[src/gref_pkg.sv]
// Shared types and constants for the GRE-over-IPv4 encapsulating fragmenter.
// Used by gref_front, gref_fifo, gref_back, the top level and the checker.
package gref_pkg;

    localparam int CmdQueueDepth = 4;
    localparam int CmdPtrWidth   = $clog2(CmdQueueDepth);

    localparam logic [15:0] MTU_RESET      = 16'd1500;
    localparam logic [7:0]  TTL_RESET      = 8'd25;
    localparam logic [15:0] HDR_LEN        = 16'd20;
    localparam logic [15:0] GRE_LEN        = 16'd4;
    localparam logic [15:0] MAX_INNER      = 16'd65511;
    localparam logic [15:0] MIN_MTU_SPLIT  = 16'd28;
    localparam logic [15:0] MIN_CHUNK      = 16'd8;
    localparam logic [7:0]  IP_VER_IHL     = 8'h45;
    localparam logic [7:0]  IP_PROTO_GRE   = 8'd47;
    localparam logic [7:0]  ETH_V6_HI      = 8'h86;
    localparam logic [7:0]  ETH_V6_LO      = 8'hDD;
    localparam logic [7:0]  ETH_V4_HI      = 8'h08;
    localparam logic [7:0]  ETH_V4_LO      = 8'h00;
    localparam logic [3:0]  IP_V6_NIBBLE   = 4'h6;
    localparam logic [15:0] CSUM_INIT      = 16'hFFFF;

    typedef enum logic [1:0] {
        REG_LOCAL_ADDR  = 2'd0,
        REG_REMOTE_ADDR = 2'd1,
        REG_TTL         = 2'd2,
        REG_LINK_MTU    = 2'd3
    } reg_index_t;

    typedef enum logic [1:0] {
        B_RUN,
        B_HDR,
        B_DATA
    } back_state_t;

    // One GRE payload byte handed from the front to the back.
    typedef struct packed {
        logic [7:0]  data;
        logic        start;
        logic [15:0] total;
        logic [15:0] ident;
        logic        last;
    } cmd_t;

    typedef struct packed {
        logic [31:0] local_address;
        logic [31:0] remote_address;
        logic [7:0]  hop_ttl;
        logic [15:0] chunk_limit;
    } cfg_t;

endpackage

[src/gref_fifo.sv]
// Small command queue between the front and the back of the fragmenter.
// Depends on gref_pkg (cmd_t, queue depth).
module gref_fifo (
    input  logic           clk,
    input  logic           rst_n,
    input  logic           wr_en,
    input  gref_pkg::cmd_t wr_data,
    output logic           q_full,
    input  logic           rd_en,
    output gref_pkg::cmd_t rd_data,
    output logic           q_empty
);

    gref_pkg::cmd_t                      mem [gref_pkg::CmdQueueDepth];
    logic [gref_pkg::CmdPtrWidth-1:0]    wr_ptr_reg;
    logic [gref_pkg::CmdPtrWidth-1:0]    wr_ptr_next;
    logic [gref_pkg::CmdPtrWidth-1:0]    rd_ptr_reg;
    logic [gref_pkg::CmdPtrWidth-1:0]    rd_ptr_next;
    logic [gref_pkg::CmdPtrWidth:0]      count_reg;
    logic [gref_pkg::CmdPtrWidth:0]      count_next;
    logic                                do_wr;
    logic                                do_rd;

    assign q_full  = (count_reg == (gref_pkg::CmdPtrWidth+1)'(gref_pkg::CmdQueueDepth));
    assign q_empty = (count_reg == '0);
    assign do_wr   = wr_en && !q_full;
    assign do_rd   = rd_en && !q_empty;
    assign rd_data = mem[rd_ptr_reg];

    always_comb
    begin
        wr_ptr_next = do_wr ? wr_ptr_reg + 1'b1 : wr_ptr_reg;
        rd_ptr_next = do_rd ? rd_ptr_reg + 1'b1 : rd_ptr_reg;
        count_next  = count_reg;
        if (do_wr && !do_rd)
        begin
            count_next = count_reg + 1'b1;
        end
        else if (!do_wr && do_rd)
        begin
            count_next = count_reg - 1'b1;
        end
    end

    always_ff @(posedge clk)
    begin
        if (do_wr)
        begin
            mem[wr_ptr_reg] <= wr_data;
        end
    end

    always_ff @(posedge clk or negedge rst_n)
    begin
        if (!rst_n)
        begin
            wr_ptr_reg <= '0;
            rd_ptr_reg <= '0;
            count_reg  <= '0;
        end
        else
        begin
            wr_ptr_reg <= wr_ptr_next;
            rd_ptr_reg <= rd_ptr_next;
            count_reg  <= count_next;
        end
    end

endmodule

[src/gref_front.sv]
// Front end: accepts inner bytes, tracks the open packet, drops stray bytes
// and expands a first byte into GRE header bytes. Depends on gref_pkg.
module gref_front (
    input  logic           clk,
    input  logic           rst_n,
    input  logic           push,
    output logic           full,
    input  logic [7:0]     data_byte,
    input  logic           first_of_packet,
    input  logic [15:0]    packet_length,
    input  logic [15:0]    packet_ident,
    output logic           cmd_push,
    output gref_pkg::cmd_t cmd_data,
    input  logic           cmd_full
);

    logic        pend_valid_reg;
    logic        pend_valid_next;
    logic [7:0]  pbyte_reg;
    logic        pfirst_reg;
    logic [15:0] plen_reg;
    logic [15:0] pident_reg;
    logic [2:0]  step_reg;
    logic [2:0]  step_next;
    logic [15:0] rem_reg;
    logic [15:0] rem_next;
    logic        accept;
    logic        drop;
    logic        last_step;
    logic        finishing;
    logic        is_v6;
    logic [15:0] clamped_len;

    assign is_v6     = (pbyte_reg[7:4] == gref_pkg::IP_V6_NIBBLE);
    assign drop      = pend_valid_reg && !pfirst_reg && (rem_reg == '0);
    assign last_step = pfirst_reg ? (step_reg == 3'd4) : 1'b1;
    assign cmd_push  = pend_valid_reg && !drop && !cmd_full;
    assign finishing = drop || (cmd_push && last_step);
    assign full      = pend_valid_reg && !finishing;
    assign accept    = push && !full;

    always_comb
    begin
        if (plen_reg == '0)
        begin
            clamped_len = 16'd1;
        end
        else if (plen_reg > gref_pkg::MAX_INNER)
        begin
            clamped_len = gref_pkg::MAX_INNER;
        end
        else
        begin
            clamped_len = plen_reg;
        end
    end

    always_comb
    begin
        cmd_data.start = pfirst_reg && (step_reg == 3'd0);
        cmd_data.total = clamped_len + gref_pkg::GRE_LEN;
        cmd_data.ident = pident_reg;
        cmd_data.last  = last_step;
        cmd_data.data  = pbyte_reg;
        if (pfirst_reg)
        begin
            case (step_reg) inside
                3'd0, 3'd1: cmd_data.data = 8'h00;
                3'd2:       cmd_data.data = is_v6 ? gref_pkg::ETH_V6_HI : gref_pkg::ETH_V4_HI;
                3'd3:       cmd_data.data = is_v6 ? gref_pkg::ETH_V6_LO : gref_pkg::ETH_V4_LO;
                default:    cmd_data.data = pbyte_reg;
            endcase
        end
    end

    always_comb
    begin
        rem_next        = rem_reg;
        step_next       = step_reg;
        pend_valid_next = accept || (pend_valid_reg && !finishing);
        if (cmd_push)
        begin
            rem_next  = (cmd_data.start ? cmd_data.total : rem_reg) - 16'd1;
            step_next = step_reg + 3'd1;
        end
        if (accept)
        begin
            step_next = '0;
        end
    end

    always_ff @(posedge clk)
    begin
        if (accept)
        begin
            pbyte_reg  <= data_byte;
            pfirst_reg <= first_of_packet;
            plen_reg   <= packet_length;
            pident_reg <= packet_ident;
        end
    end

    always_ff @(posedge clk or negedge rst_n)
    begin
        if (!rst_n)
        begin
            pend_valid_reg <= 1'b0;
            step_reg       <= '0;
            rem_reg        <= '0;
        end
        else
        begin
            pend_valid_reg <= pend_valid_next;
            step_reg       <= step_next;
            rem_reg        <= rem_next;
        end
    end

endmodule

[src/gref_back.sv]
// Back end: splits GRE payload bytes into IPv4 fragments, emits each 20-byte
// header with its checksum, and holds the result register. Depends on gref_pkg.
module gref_back (
    input  logic           clk,
    input  logic           rst_n,
    input  gref_pkg::cfg_t cfg,
    input  gref_pkg::cmd_t cmd_data,
    input  logic           cmd_empty,
    output logic           cmd_pop,
    output logic           empty,
    input  logic           pop,
    output logic [7:0]     out_byte,
    output logic           fragment_end,
    output logic           packet_end,
    output logic           run_end
);

    gref_pkg::back_state_t state_reg;
    gref_pkg::back_state_t state_next;

    logic [15:0] total_reg,  total_next;
    logic [15:0] off_reg,    off_next;
    logic [15:0] left_reg,   left_next;
    logic [15:0] ident_reg,  ident_next;
    logic [15:0] chunk_reg,  chunk_next;
    logic        mf_reg,     mf_next;
    logic [4:0]  cnt_reg,    cnt_next;
    logic [15:0] acc_reg,    acc_next;
    logic [7:0]  byte_reg,   byte_next;
    logic        last_reg,   last_next;

    logic        ovalid_reg, ovalid_next;
    logic [7:0]  obyte_reg,  obyte_next;
    logic        ofend_reg,  ofend_next;
    logic        opend_reg,  opend_next;
    logic        orun_reg,   orun_next;

    logic        advance;
    logic [15:0] eff_total;
    logic [15:0] eff_off;
    logic [15:0] eff_left;
    logic [15:0] remain;
    logic        need_hdr;
    logic        over_limit;
    logic [15:0] tot_len;
    logic [15:0] frag_word;
    logic [15:0] csum;
    logic [15:0] hdr_word;
    logic [7:0]  hdr_byte;
    logic [16:0] acc_sum;

    assign advance    = !ovalid_reg || pop;
    assign eff_total  = cmd_data.start ? cmd_data.total : total_reg;
    assign eff_off    = cmd_data.start ? 16'd0 : off_reg;
    assign eff_left   = cmd_data.start ? 16'd0 : left_reg;
    assign remain     = eff_total - eff_off;
    assign need_hdr   = (eff_left == '0);
    assign over_limit = (remain > cfg.chunk_limit);
    assign tot_len    = gref_pkg::HDR_LEN + chunk_reg;
    assign frag_word  = {2'b00, mf_reg, off_reg[15:3]};
    assign csum       = ~acc_reg;

    always_comb
    begin
        case (cnt_reg[3:0])
            4'd0:    hdr_word = {gref_pkg::IP_VER_IHL, 8'h00};
            4'd1:    hdr_word = tot_len;
            4'd2:    hdr_word = ident_reg;
            4'd3:    hdr_word = frag_word;
            4'd4:    hdr_word = {cfg.hop_ttl, gref_pkg::IP_PROTO_GRE};
            4'd6:    hdr_word = cfg.local_address[31:16];
            4'd7:    hdr_word = cfg.local_address[15:0];
            4'd8:    hdr_word = cfg.remote_address[31:16];
            4'd9:    hdr_word = cfg.remote_address[15:0];
            default: hdr_word = 16'h0000;
        endcase
        acc_sum = {1'b0, acc_reg} + {1'b0, hdr_word};
    end

    always_comb
    begin
        case (cnt_reg)
            5'd0:    hdr_byte = gref_pkg::IP_VER_IHL;
            5'd2:    hdr_byte = tot_len[15:8];
            5'd3:    hdr_byte = tot_len[7:0];
            5'd4:    hdr_byte = ident_reg[15:8];
            5'd5:    hdr_byte = ident_reg[7:0];
            5'd6:    hdr_byte = frag_word[15:8];
            5'd7:    hdr_byte = frag_word[7:0];
            5'd8:    hdr_byte = cfg.hop_ttl;
            5'd9:    hdr_byte = gref_pkg::IP_PROTO_GRE;
            5'd10:   hdr_byte = csum[15:8];
            5'd11:   hdr_byte = csum[7:0];
            5'd12:   hdr_byte = cfg.local_address[31:24];
            5'd13:   hdr_byte = cfg.local_address[23:16];
            5'd14:   hdr_byte = cfg.local_address[15:8];
            5'd15:   hdr_byte = cfg.local_address[7:0];
            5'd16:   hdr_byte = cfg.remote_address[31:24];
            5'd17:   hdr_byte = cfg.remote_address[23:16];
            5'd18:   hdr_byte = cfg.remote_address[15:8];
            5'd19:   hdr_byte = cfg.remote_address[7:0];
            default: hdr_byte = 8'h00;
        endcase
    end

    always_comb
    begin
        state_next = state_reg;
        unique case (state_reg)
            gref_pkg::B_RUN:
            begin
                if (advance && !cmd_empty && need_hdr)
                begin
                    state_next = gref_pkg::B_HDR;
                end
            end
            gref_pkg::B_HDR:
            begin
                if (advance && (cnt_reg == 5'd19))
                begin
                    state_next = gref_pkg::B_DATA;
                end
            end
            gref_pkg::B_DATA:
            begin
                if (advance)
                begin
                    state_next = gref_pkg::B_RUN;
                end
            end
            default: state_next = gref_pkg::B_RUN;
        endcase
    end

    always_comb
    begin
        total_next  = total_reg;
        off_next    = off_reg;
        left_next   = left_reg;
        ident_next  = ident_reg;
        chunk_next  = chunk_reg;
        mf_next     = mf_reg;
        cnt_next    = cnt_reg;
        acc_next    = acc_reg;
        byte_next   = byte_reg;
        last_next   = last_reg;
        cmd_pop     = 1'b0;
        ovalid_next = ovalid_reg && !pop;
        obyte_next  = obyte_reg;
        ofend_next  = ofend_reg;
        opend_next  = opend_reg;
        orun_next   = orun_reg;
        if (advance)
        begin
            unique case (state_reg)
                gref_pkg::B_RUN:
                begin
                    if (!cmd_empty)
                    begin
                        cmd_pop    = 1'b1;
                        total_next = eff_total;
                        if (cmd_data.start)
                        begin
                            ident_next = cmd_data.ident;
                        end
                        if (need_hdr)
                        begin
                            chunk_next = over_limit ? cfg.chunk_limit : remain;
                            mf_next    = over_limit;
                            left_next  = over_limit ? cfg.chunk_limit : remain;
                            off_next   = eff_off;
                            cnt_next   = '0;
                            acc_next   = gref_pkg::CSUM_INIT;
                            byte_next  = cmd_data.data;
                            last_next  = cmd_data.last;
                        end
                        else
                        begin
                            ovalid_next = 1'b1;
                            obyte_next  = cmd_data.data;
                            ofend_next  = (eff_left == 16'd1);
                            opend_next  = (eff_off + 16'd1 == eff_total);
                            orun_next   = cmd_data.last;
                            left_next   = eff_left - 16'd1;
                            off_next    = eff_off + 16'd1;
                        end
                    end
                end
                gref_pkg::B_HDR:
                begin
                    ovalid_next = 1'b1;
                    obyte_next  = hdr_byte;
                    ofend_next  = 1'b0;
                    opend_next  = 1'b0;
                    orun_next   = 1'b0;
                    cnt_next    = cnt_reg + 5'd1;
                    if (cnt_reg < 5'd10)
                    begin
                        acc_next = acc_sum[16] ? acc_sum[15:0] + 16'd1 : acc_sum[15:0];
                    end
                end
                gref_pkg::B_DATA:
                begin
                    ovalid_next = 1'b1;
                    obyte_next  = byte_reg;
                    ofend_next  = (left_reg == 16'd1);
                    opend_next  = (off_reg + 16'd1 == total_reg);
                    orun_next   = last_reg;
                    left_next   = left_reg - 16'd1;
                    off_next    = off_reg + 16'd1;
                end
                default:
                begin
                    ovalid_next = 1'b0;
                end
            endcase
        end
    end

    assign empty        = !ovalid_reg;
    assign out_byte     = obyte_reg;
    assign fragment_end = ofend_reg;
    assign packet_end   = opend_reg;
    assign run_end      = orun_reg;

    always_ff @(posedge clk)
    begin
        chunk_reg <= chunk_next;
        mf_reg    <= mf_next;
        acc_reg   <= acc_next;
        byte_reg  <= byte_next;
        last_reg  <= last_next;
        obyte_reg <= obyte_next;
        ofend_reg <= ofend_next;
        opend_reg <= opend_next;
        orun_reg  <= orun_next;
    end

    always_ff @(posedge clk or negedge rst_n)
    begin
        if (!rst_n)
        begin
            state_reg  <= gref_pkg::B_RUN;
            total_reg  <= '0;
            off_reg    <= '0;
            left_reg   <= '0;
            ident_reg  <= '0;
            cnt_reg    <= '0;
            ovalid_reg <= 1'b0;
        end
        else
        begin
            state_reg  <= state_next;
            total_reg  <= total_next;
            off_reg    <= off_next;
            left_reg   <= left_next;
            ident_reg  <= ident_next;
            cnt_reg    <= cnt_next;
            ovalid_reg <= ovalid_next;
        end
    end

endmodule

[src/gre_ipv4_encap_fragmenter_unit.sv]
// Top level of the GRE-over-IPv4 encapsulating fragmenter: configuration
// registers, front end, command queue and back end. Depends on gref_pkg.
//
// Usage:
//   Input queue: drive push with data_byte; first_of_packet marks a new inner
//   packet and qualifies packet_length and packet_ident. A transaction takes
//   place when push is high and full is low.
//   Result queue: while empty is low, out_byte and the end flags show the
//   oldest result; it is taken when pop is high.
//   Config: cfg_write with cfg_index/cfg_data, only while the block is idle.
// Path: pending register in the front end, command queue, result register in
//   the back end; a byte that opens a fragment waits for a load and the header.
// Throughput: one transaction per cycle on input while the command queue has
//   room; the back end emits one byte per cycle while results are taken, and
//   each fragment adds its 20 header bytes and a load step. A first byte expands
//   to five payload bytes; full stays high while the front end pushes them.
// Reset: clears the queues and packet state; addresses 0, TTL 25, MTU 1500.
// Stall: with pop low the result holds, the queue fills and full rises.
module gre_ipv4_encap_fragmenter_unit (
    input  logic        clk,
    input  logic        rst_n,
    input  logic        push,
    output logic        full,
    input  logic [7:0]  data_byte,
    input  logic        first_of_packet,
    input  logic [15:0] packet_length,
    input  logic [15:0] packet_ident,
    output logic        empty,
    input  logic        pop,
    output logic [7:0]  out_byte,
    output logic        fragment_end,
    output logic        packet_end,
    output logic        run_end,
    input  logic        cfg_write,
    input  logic [1:0]  cfg_index,
    input  logic [31:0] cfg_data
);

    logic [31:0]    local_reg;
    logic [31:0]    remote_reg;
    logic [7:0]     ttl_reg;
    logic [15:0]    mtu_reg;
    logic [15:0]    limit_reg;
    logic [15:0]    limit_next;
    logic [15:0]    mtu_less_hdr;
    gref_pkg::cfg_t cfg;

    logic           q_push;
    logic           q_full;
    logic           q_pop;
    logic           q_empty;
    gref_pkg::cmd_t q_wr_data;
    gref_pkg::cmd_t q_rd_data;

    assign mtu_less_hdr = mtu_reg - gref_pkg::HDR_LEN;
    assign limit_next   = (mtu_reg < gref_pkg::MIN_MTU_SPLIT) ? gref_pkg::MIN_CHUNK
                                                               : {mtu_less_hdr[15:3], 3'b000};

    assign cfg.local_address  = local_reg;
    assign cfg.remote_address = remote_reg;
    assign cfg.hop_ttl        = ttl_reg;
    assign cfg.chunk_limit    = limit_reg;

    always_ff @(posedge clk or negedge rst_n)
    begin
        if (!rst_n)
        begin
            local_reg  <= '0;
            remote_reg <= '0;
            ttl_reg    <= gref_pkg::TTL_RESET;
            mtu_reg    <= gref_pkg::MTU_RESET;
            limit_reg  <= {gref_pkg::MTU_RESET[15:3] - gref_pkg::HDR_LEN[15:3], 3'b000};
        end
        else
        begin
            limit_reg <= limit_next;
            if (cfg_write)
            begin
                unique case (gref_pkg::reg_index_t'(cfg_index))
                    gref_pkg::REG_LOCAL_ADDR:  local_reg  <= cfg_data;
                    gref_pkg::REG_REMOTE_ADDR: remote_reg <= cfg_data;
                    gref_pkg::REG_TTL:         ttl_reg    <= cfg_data[7:0];
                    gref_pkg::REG_LINK_MTU:    mtu_reg    <= cfg_data[15:0];
                    default:                   local_reg  <= local_reg;
                endcase
            end
        end
    end

    gref_front u_front (
        .clk             (clk),
        .rst_n           (rst_n),
        .push            (push),
        .full            (full),
        .data_byte       (data_byte),
        .first_of_packet (first_of_packet),
        .packet_length   (packet_length),
        .packet_ident    (packet_ident),
        .cmd_push        (q_push),
        .cmd_data        (q_wr_data),
        .cmd_full        (q_full)
    );

    gref_fifo u_fifo (
        .clk     (clk),
        .rst_n   (rst_n),
        .wr_en   (q_push),
        .wr_data (q_wr_data),
        .q_full  (q_full),
        .rd_en   (q_pop),
        .rd_data (q_rd_data),
        .q_empty (q_empty)
    );

    gref_back u_back (
        .clk          (clk),
        .rst_n        (rst_n),
        .cfg          (cfg),
        .cmd_data     (q_rd_data),
        .cmd_empty    (q_empty),
        .cmd_pop      (q_pop),
        .empty        (empty),
        .pop          (pop),
        .out_byte     (out_byte),
        .fragment_end (fragment_end),
        .packet_end   (packet_end),
        .run_end      (run_end)
    );

endmodule

[config.mk]
export PLATFORM = sky130hd
export DESIGN_NAME = gre_ipv4_encap_fragmenter_unit
export DESIGN_NICKNAME = d
export VERILOG_FILES = /design/src/gref_pkg.sv /design/src/gref_fifo.sv /design/src/gref_front.sv /design/src/gref_back.sv /design/src/gre_ipv4_encap_fragmenter_unit.sv
export SDC_FILE = /design/constraint.sdc
export NUM_CORES = 1
export LEC_CHECK = 0
export ABC_AREA = 1
export BUFFER_PORTS_ARGS = -buffer_cell sky130_fd_sc_hd__buf_2
export CORE_ASPECT_RATIO = 2
export CORE_MARGIN = 4
export CORE_UTILIZATION = 55
export DETAILED_ROUTE_END_ITERATION = 8
export PLACE_DENSITY = 0.72
export RECOVER_POWER = 25
export SKIP_CTS_REPAIR_TIMING = 1
export SYNTH_ARGS = -nofsm -noshare
export SYNTH_HDL_FRONTEND = slang
export SYNTH_HIERARCHICAL = 1
export SYNTH_SLANG_ARGS = --single-unit
[constraint.sdc]
create_clock -name clk -period 7.6 [get_ports clk]
set_input_delay 0.38 -clock clk [delete_from_list [all_inputs] [get_ports clk]]
set_output_delay 0.38 -clock clk [all_outputs]
set_load 0.005 [all_outputs]
==> run_results.csv <==
group,metric,value,unit
layout,fin_util,0.615,
synth,yosys.area.top_type,"edfxtp_1",
grt,track_usage,0.410,
timing,fin_setup_tns,0,ns
timing,slew_headroom,-2.57,
place,dp_hpwl,81200,um
clock_tree,htreeDepth,2,
min_path,min_from,"push",
pwr,ir_worst_vdd,0.468,mV
clock_tree,cts-root-buf,"clkbuf_16",
clock_tree,clk_pin_slew,0.07,ns
pwr,p_leak,13.9,nW
synth,synthFlopType,"edfxtp_1",
timing,hold_ws,-0.00241,ns
synth,ys_ff_latch,460,
setup_path,crit_start,"u_fifo/rd_ptr_reg[0]",
setup_path,r2r_start,"u_fifo/rd_ptr_reg[0]",
synth,synth-xor-area-share,0.0159,
status,status,"finished with violations",
job,drv_cap,1,
floorplanning,core_area,0.0491,sq mm
place,place_area,0.0282,sq mm
synth,synth_fa_ha_area_frac,0.0375,
synth,synth_area_leaders,"edfxtp_1 (29%), dfrtp_1 (17%), nand2_1 (13%)",
setup_path,reg2reg_slack,1.45,ns
timing,setup_violations,0,
route,route.detailed.wl_per_inst,26.9,um
synth,syn-instance-count,3318,
timing,min_period_over_period,0.809,
synth,synth-simple-area-share,0.249,
floorplanning,die_w,165,um
route,routed_wl,111000,um
timing,fin_crit,6.15,ns
floorplanning,start_util,0.556,
status,violations,"hold timing, capacitance limit, slew limit",
floorplanning,dieHeight,323,um
setup_path,cp.arrival,6.67,ns
synth,synth_area,0.0273,sq mm
clock_tree,cts_sinks,460,
timing,finalClockSkew,0.0314,ns
layout,finalInstanceArea,0.0302,sq mm
clock_tree,cts_max_path_buffers,3,
route,drc,0,
place,gp_congestion,1.14,
pwr,powerDensity,539,mW/mm^2
synth,yosys_warnings,6,
layout,syn_to_final_growth,10.7,%
route,drt-initial-drc-count,2754,
timing,drv_slew,95,
synth,synth_cell_types,68,
timing,final-hold-violation-count,1,
grt,grt_pass1_vias,24600,
route,viasPerCell,6.07,
setup_path,worstSetupPathType,"flop to flop",
synth,synth_area_per_cell,8.22,sq um
timing,grt_setup_unrepaired,"false",
synth,async_reset_ff_frac,0.430,
grt,grt_start_max_net_pins,106,
layout,fin_cells,4120,
timing,tightestPinTransition,5.35,ns
min_path,hp-class,"primary input to flop",
floorplanning,rows,115,
synth,synth_edf_count,262,
timing,fmax,163,MHz
grt,grt_first_pass_wirelength,156000,um
setup_path,worstSetupStartpointType,"flop",
layout,largest_reg_flops,168,
setup_path,crit_fanout,86,
setup_path,crit_required,8.12,ns
clock_tree,numCtsBuffers,42,
grt,grt_antenna_before_repair,5,
setup_path,cp-end-kind,"flop",
route,antenna_left,0,
layout,fin_nets,3596,
place,dp_cells,3990,
synth,synth_top_family_by_area,"simple AND/OR/NAND/NOR gates",
floorplanning,ios,93,
clock_tree,insertion_delay,0.62,ns
layout,drive_gt1_frac,0.120,
route,via_count,25000,
grt,grt_remaining_overflow,0,
clock_tree,cts_tree,"done",
synth,synth-compound-area-share,0.130,
route,firstDrtPassIters,7,
synth,muxShareOfSynthArea,0.00491,
floorplanning,dieArea,0.0534,sq mm
synth,ys_seq_area_frac,0.471,
synth,yosys.area.top_type_share,0.289,
place,portBuffers,92,
critical path, cell delays in order (launching register included):
cell and delay (ns):
dfrtp_1 0.41, inv_4 0.65, buf_4 0.80, nand2_1 0.14, o211ai_2 0.10, nand2_1 0.25
nand2_1 0.15, o21ai_0 0.20, ha_1 0.43, a21oi_1 0.17, nand2_1 0.13, xor2_1 0.19
ha_1 0.31, nand2_1 0.07, nor2_1 0.58, nand3_1 0.26, nand2_2 0.41, nand2_1 0.23
nand3_1 0.31, nand2_1 0.10, a21boi_1 0.13
kinds of logic after synthesis:
kind of cell | count (synthesis)
AND/OR/NAND/NOR | 1541
buffers and inverters | 608
AO/OA/AOI/OAI | 569
flip-flops | 460
adder cells (fa/ha/maj) | 80
XOR/XNOR | 47
multiplexers | 12
other | 1
cell usage after synthesis, types with 31 or more instances:
cell type,count
a21oi_1,96
buf_2,35
dfrtp_1,183
edfxtp_1,262
ha_1,77
inv_1,459
inv_2,50
nand2_1,918
nand2_2,31
nand3_1,189
nand4_1,45
nor2_1,218
o211ai_1,64
o211ai_2,31
o21ai_0,245
o22ai_1,31
xor2_1,38
cell type report:
| type | count | area [sq um] |
|---|---|---|
| antenna | 7 | 17.5 |
| clock buffer | 45 | 1070 |
| clock inverter | 33 | 440 |
| fill | 4173 | 18900 |
| inverter | 515 | 1940 |
| multi-input combinational | 2253 | 12000 |
| sequential | 460 | 12800 |
| tap | 643 | 805 |
| timing repair buffer | 164 | 1110 |
final timing paths:
kind	cells after the start	endpoint
setup / recovery	20	u_back/left_reg[15]
hold / removal	2	u_front/pend_valid_reg
setup reg to reg	20	u_back/left_reg[15]
hold reg to reg	0	u_fifo/mem[3][5]
max in group asynchronous	2	u_front/rem_reg[11]
min in group asynchronous	2	remote_reg[9]
per-layer routing:
layer	share of wire	wire length [um]	track usage	vias to the layer above
li1	-	-	-	11200
met1	0.29	31900	0.357	11800
met2	0.50	55500	0.708	1355
met3	0.073	8050	0.111	610
met4	0.14	15300	0.430	4
met5	0.00023	26	0	-
cells in the final DEF (no fill, tap or decap), types with 38 or more instances in the layout:
cell	instances
a21oi_1	96
nand2_1	918
inv_1	458
buf_2	86
dfrtp_1	182
nand4_1	45
o21ai_0	245
xor2_1	38
nor2_1	213
clkbuf_16	42
dlygate4sd3_1	42
edfxtp_1	262
ha_1	77
inv_2	50
o211ai_1	64
nand3_1	192
power breakdown:
group	total (mW)	switching [mW]	leakage, nW	internal, mW
registers	4.47	0.742	4.81	3.73
logic	9.45	6.74	8.42	2.71
clock network	2.34	1.04	0.716	1.29
total	16.3	8.53	13.9	7.74
through the flow:
step	setup WS [ns]	total power, mW
after floorplan	3.37	10.5
after global placement	1.82	13.2
after detailed placement	1.69	13.4
after CTS	1.63	15.8
after global routing	0.845	17.3
final	1.45	16.3
(Power assumes the default switching activity.)
